[src/rtl/core/ttac_pkg.sv]
// Shared types, constants and ROM for the thermistor averaging/conversion block.
// No dependencies; imported by every module of the block.
`default_nettype none

package ttac_pkg;

   localparam int TABLE_ENTRIES = 20;
   localparam int FRACTION_BITS = 6;

   localparam int ADC_W    = 10;
   localparam int SUM_W    = 18;
   localparam int CNT_W    = 8;
   localparam int OUT_W    = 16;
   localparam int ROM_W    = 10;
   localparam int SEG_W    = $clog2(TABLE_ENTRIES);
   localparam int DIV_W    = 26;
   localparam int DIVSR_W  = 10;
   localparam int DCNT_W   = $clog2(DIV_W);

   localparam int QUEUE_DEPTH = 2;
   localparam int QPTR_W      = $clog2(QUEUE_DEPTH);
   localparam int QLVL_W      = $clog2(QUEUE_DEPTH + 1);

   localparam logic [CNT_W-1:0] SAMPLE_COUNT_RESET = 8'd10;

   // ADC point / whole degrees C pairs
   localparam logic [ROM_W-1:0] ROM_X [TABLE_ENTRIES] = '{
      10'd1,   10'd54,  10'd107, 10'd160, 10'd213, 10'd266, 10'd319,
      10'd372, 10'd425, 10'd478, 10'd531, 10'd584, 10'd637, 10'd690,
      10'd743, 10'd796, 10'd849, 10'd902, 10'd955, 10'd1008
   };
   localparam logic [ROM_W-1:0] ROM_Y [TABLE_ENTRIES] = '{
      10'd864, 10'd258, 10'd211, 10'd185, 10'd168, 10'd154, 10'd143,
      10'd133, 10'd125, 10'd116, 10'd109, 10'd101, 10'd94,  10'd87,
      10'd79,  10'd70,  10'd61,  10'd50,  10'd34,  10'd2
   };

   typedef struct packed {
      logic [SUM_W-1:0] sum;
      logic [CNT_W-1:0] count;
   } ttac_batch_type;

   typedef struct packed {
      logic               start;
      logic [DIV_W-1:0]   dividend;
      logic [DIVSR_W-1:0] divisor;
   } ttac_div_req_type;

   function automatic logic [OUT_W-1:0] rom_x_scaled(input logic [SEG_W-1:0] idx);
      logic [OUT_W-1:0] v;
      v = OUT_W'(ROM_X[idx]);
      return v << FRACTION_BITS;
   endfunction

   function automatic logic [OUT_W-1:0] rom_y_scaled(input logic [SEG_W-1:0] idx);
      logic [OUT_W-1:0] v;
      v = OUT_W'(ROM_Y[idx]);
      return v << FRACTION_BITS;
   endfunction

endpackage

`default_nettype wire

[src/rtl/core/ttac_front.sv]
// Front end: sample-count register and running sum; hands completed batches on.
// Depends on ttac_pkg.
`default_nettype none

module ttac_front
   import ttac_pkg::*;
(
   input  wire logic                 clock,
   input  wire logic                 reset,
   input  wire logic                 csr_write_en,
   input  wire logic [CNT_W-1:0]     csr_write_data,
   input  wire logic                 req_push,
   input  wire logic [ADC_W-1:0]     req_adc_sample,
   input  wire logic                 q_full,
   output      logic                 req_full,
   output      logic                 q_push,
   output      ttac_batch_type       q_batch
);

   logic [CNT_W-1:0] count_ff;
   logic [SUM_W-1:0] sum_ff, sum_in;
   logic [CNT_W-1:0] taken_ff, taken_in;
   logic [CNT_W-1:0] target;
   logic             accept, last;

   always_comb begin
      target   = (count_ff == '0) ? CNT_W'(1) : count_ff;
      sum_in   = sum_ff + SUM_W'(req_adc_sample);
      taken_in = taken_ff + CNT_W'(1);
      accept   = req_push && !q_full;
      last     = taken_in >= target;
      q_push   = accept && last;
      q_batch.sum   = sum_in;
      q_batch.count = taken_in;
      req_full = q_full;
   end

   always_ff @(posedge clock) begin
      if (reset) begin
         count_ff <= SAMPLE_COUNT_RESET;
         sum_ff   <= '0;
         taken_ff <= '0;
      end else begin
         if (csr_write_en) begin
            count_ff <= csr_write_data;
         end
         if (accept) begin
            if (last) begin
               sum_ff   <= '0;
               taken_ff <= '0;
            end else begin
               sum_ff   <= sum_in;
               taken_ff <= taken_in;
            end
         end
      end
   end

endmodule

`default_nettype wire

[src/rtl/core/ttac_queue.sv]
// Short batch queue between the accumulator and the conversion engine.
// Depends on ttac_pkg.
`default_nettype none

module ttac_queue
   import ttac_pkg::*;
(
   input  wire logic           clock,
   input  wire logic           reset,
   input  wire logic           push,
   input  wire ttac_batch_type push_data,
   input  wire logic           pop,
   output      logic           full,
   output      logic           empty,
   output      ttac_batch_type pop_data
);

   ttac_batch_type     mem_ff [QUEUE_DEPTH];
   logic [QPTR_W-1:0]  wr_ptr_ff, rd_ptr_ff;
   logic [QLVL_W-1:0]  level_ff;
   logic               do_push, do_pop;

   always_comb begin
      full     = level_ff == QLVL_W'(QUEUE_DEPTH);
      empty    = level_ff == '0;
      do_push  = push && !full;
      do_pop   = pop && !empty;
      pop_data = mem_ff[rd_ptr_ff];
   end

   always_ff @(posedge clock) begin
      if (do_push) begin
         mem_ff[wr_ptr_ff] <= push_data;
      end
   end

   always_ff @(posedge clock) begin
      if (reset) begin
         wr_ptr_ff <= '0;
         rd_ptr_ff <= '0;
         level_ff  <= '0;
      end else begin
         if (do_push) wr_ptr_ff <= wr_ptr_ff + QPTR_W'(1);
         if (do_pop)  rd_ptr_ff <= rd_ptr_ff + QPTR_W'(1);
         if (do_push && !do_pop) begin
            level_ff <= level_ff + QLVL_W'(1);
         end else if (do_pop && !do_push) begin
            level_ff <= level_ff - QLVL_W'(1);
         end
      end
   end

endmodule

`default_nettype wire

[src/rtl/core/ttac_div.sv]
// Restoring divider, one quotient bit per cycle; shared by average and interpolation.
// Depends on ttac_pkg.
`default_nettype none

module ttac_div
   import ttac_pkg::*;
(
   input  wire logic             clock,
   input  wire logic             reset,
   input  wire ttac_div_req_type req,
   output      logic             done,
   output      logic [DIV_W-1:0] quotient
);

   logic               busy_ff;
   logic               done_ff;
   logic [DCNT_W-1:0]  cnt_ff;
   logic [DIVSR_W-1:0] rem_ff, rem_in;
   logic [DIV_W-1:0]   quo_ff;
   logic [DIVSR_W-1:0] dsr_ff;
   logic [DIVSR_W:0]   rem_sh;
   logic               ge;

   always_comb begin
      rem_sh   = {rem_ff, quo_ff[DIV_W-1]};
      ge       = rem_sh >= {1'b0, dsr_ff};
      rem_in   = ge ? DIVSR_W'(rem_sh - {1'b0, dsr_ff}) : rem_sh[DIVSR_W-1:0];
      done     = done_ff;
      quotient = quo_ff;
   end

   always_ff @(posedge clock) begin
      if (req.start) begin
         quo_ff <= req.dividend;
         rem_ff <= '0;
         dsr_ff <= req.divisor;
      end else if (busy_ff) begin
         quo_ff <= {quo_ff[DIV_W-2:0], ge};
         rem_ff <= rem_in;
      end
   end

   always_ff @(posedge clock) begin
      if (reset) begin
         busy_ff <= 1'b0;
         done_ff <= 1'b0;
         cnt_ff  <= '0;
      end else begin
         done_ff <= 1'b0;
         if (req.start) begin
            busy_ff <= 1'b1;
            cnt_ff  <= '0;
         end else if (busy_ff) begin
            cnt_ff <= cnt_ff + DCNT_W'(1);
            if (cnt_ff == DCNT_W'(DIV_W - 1)) begin
               busy_ff <= 1'b0;
               done_ff <= 1'b1;
            end
         end
      end
   end

endmodule

`default_nettype wire

[src/rtl/core/ttac_back.sv]
// Back end: average, table segment scan, interpolation and the result register.
// Depends on ttac_pkg; drives the shared divider ttac_div.
`default_nettype none

module ttac_back
   import ttac_pkg::*;
(
   input  wire logic             clock,
   input  wire logic             reset,
   input  wire logic             q_empty,
   input  wire ttac_batch_type   q_data,
   output      logic             q_pop,
   output      ttac_div_req_type div_req,
   input  wire logic             div_done,
   input  wire logic [DIV_W-1:0] div_quo,
   output      logic             rsp_empty,
   input  wire logic             rsp_pop,
   output      logic [OUT_W-1:0] rsp_temperature_q6,
   output      logic [OUT_W-1:0] rsp_average_q6
);

   typedef enum logic [5:0] {
      ST_IDLE   = 6'b000001,
      ST_AVG    = 6'b000010,
      ST_SCAN   = 6'b000100,
      ST_MUL    = 6'b001000,
      ST_INTERP = 6'b010000,
      ST_EMIT   = 6'b100000
   } ttac_state_type;

   ttac_state_type    state_ff;
   logic [OUT_W-1:0]  avg_ff, temp_ff, diff_ff;
   logic [SEG_W-1:0]  seg_ff, seg_nxt;
   logic              rsp_valid_ff;
   logic [OUT_W-1:0]  rsp_temp_ff, rsp_avg_ff;

   logic [OUT_W-1:0]   avg_new, q16, xa, xb, base, x_first, x_last;
   logic [ROM_W-1:0]   ya, yb, dy_mag, dx;
   logic               dy_neg, hit, out_free;
   logic [DIV_W-1:0]   prod;

   always_comb begin
      seg_nxt  = (seg_ff == SEG_W'(TABLE_ENTRIES - 1)) ? seg_ff : seg_ff + SEG_W'(1);
      xa       = rom_x_scaled(seg_ff);
      xb       = rom_x_scaled(seg_nxt);
      base     = rom_y_scaled(seg_ff);
      ya       = ROM_Y[seg_ff];
      yb       = ROM_Y[seg_nxt];
      dy_neg   = yb < ya;
      dy_mag   = dy_neg ? ya - yb : yb - ya;
      dx       = ROM_X[seg_nxt] - ROM_X[seg_ff];
      hit      = (xa < avg_ff) && (avg_ff <= xb);
      prod     = DIV_W'(diff_ff) * DIV_W'(dy_mag);
      x_first  = rom_x_scaled('0);
      x_last   = rom_x_scaled(SEG_W'(TABLE_ENTRIES - 1));
      avg_new  = div_quo[OUT_W-1:0];
      q16      = div_quo[OUT_W-1:0];
      out_free = !rsp_valid_ff || rsp_pop;

      q_pop            = (state_ff == ST_IDLE) && !q_empty;
      div_req.start    = q_pop || (state_ff == ST_MUL);
      div_req.dividend = DIV_W'(q_data.sum) << FRACTION_BITS;
      div_req.divisor  = DIVSR_W'(q_data.count);
      if (state_ff == ST_MUL) begin
         div_req.dividend = prod;
         div_req.divisor  = DIVSR_W'(dx);
      end

      rsp_empty          = !rsp_valid_ff;
      rsp_temperature_q6 = rsp_temp_ff;
      rsp_average_q6     = rsp_avg_ff;
   end

   always_ff @(posedge clock) begin
      if (reset) begin
         state_ff     <= ST_IDLE;
         rsp_valid_ff <= 1'b0;
      end else begin
         if (state_ff == ST_EMIT && out_free) begin
            rsp_valid_ff <= 1'b1;
         end else if (rsp_pop) begin
            rsp_valid_ff <= 1'b0;
         end
         unique case (state_ff)
            ST_IDLE: begin
               if (!q_empty) state_ff <= ST_AVG;
            end
            ST_AVG: begin
               if (div_done) begin
                  avg_ff <= avg_new;
                  seg_ff <= '0;
                  if (avg_new <= x_first) begin
                     temp_ff  <= rom_y_scaled('0);
                     state_ff <= ST_EMIT;
                  end else if (avg_new >= x_last) begin
                     temp_ff  <= rom_y_scaled(SEG_W'(TABLE_ENTRIES - 1));
                     state_ff <= ST_EMIT;
                  end else begin
                     state_ff <= ST_SCAN;
                  end
               end
            end
            ST_SCAN: begin
               if (hit) begin
                  diff_ff <= avg_ff - xa;
                  if (dx == '0) begin
                     temp_ff  <= base;
                     state_ff <= ST_EMIT;
                  end else begin
                     state_ff <= ST_MUL;
                  end
               end else begin
                  seg_ff <= seg_nxt;
               end
            end
            ST_MUL: begin
               state_ff <= ST_INTERP;
            end
            ST_INTERP: begin
               if (div_done) begin
                  temp_ff  <= dy_neg ? base - q16 : base + q16;
                  state_ff <= ST_EMIT;
               end
            end
            ST_EMIT: begin
               if (out_free) begin
                  state_ff <= ST_IDLE;
               end
            end
            default: state_ff <= ST_IDLE;
         endcase
      end
   end

   always_ff @(posedge clock) begin
      if (state_ff == ST_EMIT && out_free) begin
         rsp_temp_ff <= temp_ff;
         rsp_avg_ff  <= avg_ff;
      end
   end

endmodule

`default_nettype wire

[src/rtl/core/thermistor_table_average_convert_top.sv]
// Top level of the thermistor averaging and table conversion block.
// Depends on ttac_pkg, ttac_front, ttac_queue, ttac_div and ttac_back.
//
// Each ADC item is taken while full is low and added to a running sum; full is high only
// while two finished batches are already queued. After sample_count items (0 acts
// as 1) the batch goes to the conversion engine. When the average is clamped to a
// table end the result is emitted after the average pass; otherwise it needs two
// passes of the one shared restoring divider (load plus 26 quotient bits; average,
// then interpolation quotient), a table segment scan and a multiply state.
// The result waits in an output register until popped while the next batch proceeds.
`default_nettype none

module thermistor_table_average_convert_top
   import ttac_pkg::*;
(
   input  wire logic             clock,
   input  wire logic             reset,
   input  wire logic             csr_write_en,
   input  wire logic [CNT_W-1:0] csr_write_data,
   input  wire logic             req_push,
   output      logic             req_full,
   input  wire logic [ADC_W-1:0] req_adc_sample,
   output      logic             rsp_empty,
   input  wire logic             rsp_pop,
   output      logic [OUT_W-1:0] rsp_temperature_q6,
   output      logic [OUT_W-1:0] rsp_average_q6
);

   logic             q_push, q_full, q_empty, q_pop;
   ttac_batch_type   q_in, q_out;
   ttac_div_req_type div_req;
   logic             div_done;
   logic [DIV_W-1:0] div_quo;

   ttac_front u_front (
      .clock          (clock),
      .reset          (reset),
      .csr_write_en   (csr_write_en),
      .csr_write_data (csr_write_data),
      .req_push       (req_push),
      .req_adc_sample (req_adc_sample),
      .q_full         (q_full),
      .req_full       (req_full),
      .q_push         (q_push),
      .q_batch        (q_in)
   );

   ttac_queue u_queue (
      .clock     (clock),
      .reset     (reset),
      .push      (q_push),
      .push_data (q_in),
      .pop       (q_pop),
      .full      (q_full),
      .empty     (q_empty),
      .pop_data  (q_out)
   );

   ttac_div u_div (
      .clock    (clock),
      .reset    (reset),
      .req      (div_req),
      .done     (div_done),
      .quotient (div_quo)
   );

   ttac_back u_back (
      .clock              (clock),
      .reset              (reset),
      .q_empty            (q_empty),
      .q_data             (q_out),
      .q_pop              (q_pop),
      .div_req            (div_req),
      .div_done           (div_done),
      .div_quo            (div_quo),
      .rsp_empty          (rsp_empty),
      .rsp_pop            (rsp_pop),
      .rsp_temperature_q6 (rsp_temperature_q6),
      .rsp_average_q6     (rsp_average_q6)
   );

endmodule

`default_nettype wire

[config.mk]
export PLATFORM = sky130hd
export DESIGN_NAME = thermistor_table_average_convert_top
export DESIGN_NICKNAME = d
export VERILOG_FILES = /design/src/rtl/core/ttac_pkg.sv /design/src/rtl/core/ttac_front.sv /design/src/rtl/core/ttac_queue.sv /design/src/rtl/core/ttac_div.sv /design/src/rtl/core/ttac_back.sv /design/src/rtl/core/thermistor_table_average_convert_top.sv
export SDC_FILE = /design/constraint.sdc
export NUM_CORES = 1
export LEC_CHECK = 0
export ABC_AREA = 0
export BUFFER_PORTS_ARGS = -buffer_cell sky130_fd_sc_hd__buf_2
export CORE_ASPECT_RATIO = 1.1
export CORE_MARGIN = 3
export CORE_UTILIZATION = 42
export DETAILED_ROUTE_END_ITERATION = 10
export PLACE_DENSITY = 0.62
export SYNTH_ARGS = -nofsm -noshare
export SYNTH_HDL_FRONTEND = slang
export SYNTH_HIERARCHICAL = 1
export SYNTH_SLANG_ARGS = --single-unit
[constraint.sdc]
create_clock -name clock -period 20.9 [get_ports clock]
set_input_delay 4.18 -clock clock [delete_from_list [all_inputs] [get_ports clock]]
set_output_delay 4.18 -clock clock [all_outputs]
set_load 0.01 [all_outputs]
==> metrics.cfg, run 1 <==
[status]
status = finished clean

[job]
cap_violations = 0

[cts]
cts-root-buf = clkbuf_16
cts_resized = 0
path_clk_slew_ps = 60
htree_levels = 1
cts_tree = yes
clock_path_buffers = 3
post_cts_buffers = 0
ctsHoldBuffers = 0
clock_sinks = 236
insertion_delay_ps = 570
numCtsBuffers = 27

[timing]
fin_worst_skew_ps = 16.1
period_needed_ps = 12050
worst_slew_pin_slew_ps = 1340
slew_viol_final = 0
hold_viol_final = 0
relSlewSlack_pct = 10.4
finalSetupViolCount = 0
max_freq_mhz = 83.0
setup_tns_ps = 0
period_share_pct = 57.7
rsz0062_at_grt = no

[detailed_routing]
first_iter_violations = 801
wl_um = 47300
vias = 14400
wl_per_cell_um = 18.0
ant_nets = 0
dr.pass1.iters = 7
drc = 0
via_per_inst = 5.48

[worst_setup_path]
crit_arrival_ps = 12370
critical-path-max-stage-delay_ps = 1020
cpMostUsedCell = inv_1
crit_path_top_delay_cell = xor2_1
cp-end-kind = flop
crit_fanout = 24
start_kind = flop
cp.required_ps = 21220
crit_type = flop to flop

[synthesis]
ys_types = 91
syn-num-nets = 2323
ys_ff_latch = 236
syn_inst = 2011
syn_area_um2 = 19500
synth-edff-count = 173
avgSynthCellArea_um2 = 9.68
yosysTopAreaCell = edfxtp_1
synth_common_cells = inv_1, nand2_1, edfxtp_1, ha_1, nor2_1
yosysTopAreaCellShare_pct = 26.7
synth_most_common_cell = inv_1
synth_flop_cell = edfxtp_1
yosysWarnings = 6
synth_area_leaders = edfxtp_1, fa_1, ha_1, dfxtp_1, inv_1
async_flop_share_pct = 0
synth-seq-area-share_pct = 33.2

[power]
p_leak_uw = 0.00916
power_density_nw_per_um2 = 59.7
ir_drop_uv = 63.0
finalPower_uw = 1260

[place]
place_congestion = 0.925
dpl.hpwl_um = 36300
numPortBuffers = 56

[die]
ios = 57
die_area_um2 = 49000
num_rows = 82
die_y_um = 232
core_area_um2 = 45700
die_x_um = 211
floorplan.initialDensity_pct = 42.6

[global_route]
grt_pass1_wl_um = 76800
antenna_found_initial = 0
grt_util_all_layers_pct = 19.4
grt_pass1_vias = 14500
grt_remaining_overflow = 0
grt_max_degree = 62

[cells_and_area]
syn2layout_area_growth_pct = 8.86
layout.nets = 2334
drive_above_1_share_pct = 10.0
utilization_pct = 46.4
n_fill_cell = 4296

[hold_path]
hp-class = flop to flop

## power breakdown
| part | internal, uW | switching (uW) | leakage [uW] | total, uW |
|---|---|---|---|---|
| combinational | 96.5 | 119 | 0.00661 | 215 |
| sequential | 530 | 23.5 | 0.00209 | 554 |
| clock | 303 | 193 | 0.000458 | 496 |
## layout make-up
class	count	area, um^2	share of cell area (%)
Clock buffer	35	747	3.53
Timing Repair Buffer	71	393	1.85
Multi-Input combinational cell	1457	11800	55.7
Clock inverter	15	193	0.909
Antenna cell	1	2.50	0.0118
Inverter	229	860	4.06
Tap cell	588	736	3.47
Sequential cell	236	6460	30.5
## placed cells by master, fill, tap and decap left out, types with 32 or more instances in the layout
| cell type | count |
|---|---|
| nand2_1 | 187 |
| xnor2_1 | 59 |
| buf_2 | 56 |
| edfxtp_1 | 173 |
| and2_1 | 72 |
| ha_1 | 172 |
| fa_1 | 117 |
| xor2_1 | 46 |
| o21ai_0 | 88 |
| inv_1 | 228 |
| mux2_2 | 56 |
| nor2b_1 | 32 |
| dfxtp_1 | 63 |
| a21o_1 | 34 |
| nand2b_1 | 39 |
| nor2_1 | 143 |
| a21oi_1 | 104 |
## critical path: cells and delay by family, from the launching register on
kind	cells	cell delay (ps)
xor gates and xnor gates	2	1190
and+or+nand+nor	5	1000
adders and majority gates	10	4190
DFF	1	560
muxes	2	720
buffers and inverters	8	990
AOI/OAI and AO/OA	11	3150
## stage by stage
stage	setup WS, ps	hold slack, ps	std cells	cell area, um^2
finish	8850	417	2632	21200
global placement	9380	403	2581	20200
CTS	8970	420	2631	21200
floorplan	10740	400	2011	19500
detailed placement	9030	405	2581	20200
global route	7990	423	2631	21200
## path summary, 6_finish.rpt
| path | slack [ps] | startpoint | cells after the start | endpoint |
|---|---|---|---|---|
| setup reg to reg | 8850 | u_back/seg_ff[1]$_SDFFCE_PN0P_ | 38 | u_div/quotient[18]$_DFFE_PP_ |
| setup / recovery | 8850 | u_back/seg_ff[1]$_SDFFCE_PN0P_ | 38 | u_div/quotient[18]$_DFFE_PP_ |
| hold reg to reg | 420 | u_back/temp_ff[12]$_DFFE_PP_ | 0 | u_back/rsp_temperature_q6[12]$_DFFE_PP_ |
| hold / removal | 420 | u_back/temp_ff[12]$_DFFE_PP_ | 0 | u_back/rsp_temperature_q6[12]$_DFFE_PP_ |
## metal layers
metal | wire length [um] | GRT usage [%]
met1 | 20900 | 25.9
met2 | 22800 | 33.1
met3 | 2150 | 2.53
met4 | 1450 | 5.78
met5 | 0 | 0
## state kept, by name (all words and copies together), names as in the netlist, named ones only
name,cells
u_back/avg_ff,16
u_back/diff_ff,16
u_back/rsp_average_q6,16
u_back/rsp_temperature_q6,16
u_back/rsp_valid_ff,1
u_back/seg_ff,5
u_back/state_ff,6
u_back/temp_ff,16
u_div/busy_ff,1
u_div/cnt_ff,5
u_div/done,1
u_div/dsr_ff,10
u_div/quotient,26
u_div/rem_ff,10
u_front/count_ff,8
u_front/sum_ff,18
u_front/taken_ff,8
u_queue/level_ff,2
u_queue/mem_ff,52
u_queue/rd_ptr_ff,1
u_queue/wr_ptr_ff,1
## cells by family (layout without fill, tap and decap cells)
kind of cell | count (synthesis) | count (layout) | synth area share [%]
adders and majority gates | 289 | 289 | 23.1
and+or+nand+nor | 603 | 603 | 15.1
xor gates and xnor gates | 108 | 108 | 4.86
muxes | 75 | 75 | 4.27
DFF | 236 | 236 | 33.2
buffers and inverters | 318 | 350 | 6.38
AOI/OAI and AO/OA | 382 | 382 | 13.1
other | 0 | 1 | 0
Note: power is estimated with default switching activity, not from simulation.
==> run 2, diff against run 1 <==
==> constraint.sdc (replaced) <==
create_clock -name clock -period 11.8 [get_ports clock]
set_input_delay 2.36 -clock clock [delete_from_list [all_inputs] [get_ports clock]]
set_output_delay 2.36 -clock clock [all_outputs]
set_load 0.01 [all_outputs]
==> run 2 against run 1 <==
Net effect:
- hold slack is essentially flat
- global-route usage about the same
- flip-flop and latch count unchanged
- clock-buffer cell count decreased by 5
- final cell count grew 0.34%
- first-iteration DRC count fell by 0.25%
- total power up 68%
- maximum frequency rose by 8.9%
- worst setup slack got worse by 8100 ps
- routed wire length shrank 0.61%
- combinational power grew 77%
- non-clock buffer count grew 14
==> metrics.cfg, run 2 (same netlist as run 1, synthesis figures left out) <==
[status]
status = finished clean

[cells_and_area]
top_register = u_queue/mem_ff
diodes = 0
stdcell_count = 2641
drive_above_1_share_pct = 10.5
layout.nets = 2347
fin_area_um2 = 21100
syn2layout_area_growth_pct = 8.65
largest_reg_flops = 52
layout_common_cells = inv_1, nand2_1, edfxtp_1
mostFrequentLayoutCell = inv_1

[cts]
htree_levels = 1
ctsHoldBuffers = 0
cts_resized = 0
path_clk_slew_ps = 60
clock_path_buffers = 3
cts-root-buf = clkbuf_16
clock_sinks = 236
insertion_delay_ps = 550
numCtsBuffers = 26
post_cts_buffers = 0
cts_tree = yes

[timing]
worst_slew_pin_slew_ps = 1210
setup_tns_ps = 0
period_needed_ps = 11070
hold_viol_final = 0
finalSetupViolCount = 0
relSlewSlack_pct = 19.2
slew_viol_final = 0
fin_worst_skew_ps = 10.5
rsz0062_at_grt = no
period_share_pct = 93.8
max_freq_mhz = 90.3

[power]
swShare_pct = 27.4
clkPwrFrac_pct = 36.1
ir_drop_uv = 112
pwr-share-comb_pct = 17.9
power_density_nw_per_um2 = 101
seqPwrFrac_pct = 46.0
p_leak_uw = 0.00914
net-switching-power_uw = 583
p_int_uw = 1550
finalPower_uw = 2130

[worst_setup_path]
cpMostUsedCell = inv_1
crit_fanout = 10
cp.required_ps = 12100
crit_arrival_ps = 11370
start_kind = flop
cp-end-kind = flop
crit_type = flop to flop
crit_path_top_delay_cell = o41ai_1
critical-path-max-stage-delay_ps = 590

[die]
floorplan.initialDensity_pct = 42.6
die_x_um = 211
ios = 57
die_y_um = 232
die_area_um2 = 49000
core_area_um2 = 45700
num_rows = 82

[global_route]
grt_max_degree = 62
grt_pass1_vias = 14400
grt_pass1_wl_um = 76500
grt_util_all_layers_pct = 19.4
grt_remaining_overflow = 0
antenna_found_initial = 0

[detailed_routing]
wl_per_cell_um = 17.8
dr.pass1.iters = 5
vias = 14300
wl_um = 47000
drc = 0
first_iter_violations = 799
via_per_inst = 5.43
ant_nets = 0

[job]
cap_violations = 0

[place]
numPortBuffers = 56
dp_cells = 2595
place_congestion = 0.928
placed_cell_area_um2 = 20300
dpl.hpwl_um = 36300

[hold_path]
hp-class = flop to flop

==> run 2: critical path: cells and delay by family (launching register included) <==
kind | cells | cell delay, ps
compound gates | 10 | 3130
simple gates | 7 | 1460
buf+inv | 6 | 410
xor+xnor | 1 | 210
flops | 1 | 540
fa+ha+maj | 10 | 4570
mux | 2 | 480
==> run 2: per-layer routing <==
metal	up-vias	wire length (um)	share of wire [%]	GRT usage (%)
li1	6942	-	-	-
met1	7028	20600	44	25.1
met2	315	23500	50	34.6
met3	51	1960	4.2	2.61
met4	0	929	2.0	4.08
met5	-	0	0	0
==> run 2: path summary, 6_finish.rpt <==
kind	start	end	slack (ps)	cells past startpoint
worst max register to register	u_back/seg_ff[1]$_SDFFCE_PN0P_	u_div/quotient[18]$_DFFE_PP_	730	36
worst max-delay path	u_back/seg_ff[1]$_SDFFCE_PN0P_	u_div/quotient[18]$_DFFE_PP_	730	36
worst min register to register	u_back/temp_ff[2]$_DFFE_PP_	u_back/rsp_temperature_q6[2]$_DFFE_PP_	420	0
worst min-delay path	u_back/temp_ff[2]$_DFFE_PP_	u_back/rsp_temperature_q6[2]$_DFFE_PP_	420	0
==> run 2: area by class of cell <==
cell class	instances	area [um^2]
Fill cell	4318	24500
Clock inverter	16	143
Multi-Input combinational cell	1457	11800
Tap cell	588	736
Inverter	229	860
Clock buffer	30	676
Timing Repair Buffer	85	498
Sequential cell	236	6460
==> run 2: through the flow <==
step                utilization [%]  hold slack (ps)  worst slack [ps]
floorplan                         -              400              1640
global placement               44.5              404              1030
detailed placement             44.5              405               755
CTS                            46.3              419               711
global route                   46.3              424              21.2
finish                         46.3              417               729
==> run 2: power groups by stage <==
stage	clock, uW	combinational, uW	sequential [uW]
global placement	0	368	996
finish	769	381	979
global route	826	424	984
detailed placement	0	378	996
floorplan	0	320	979
CTS	796	380	979
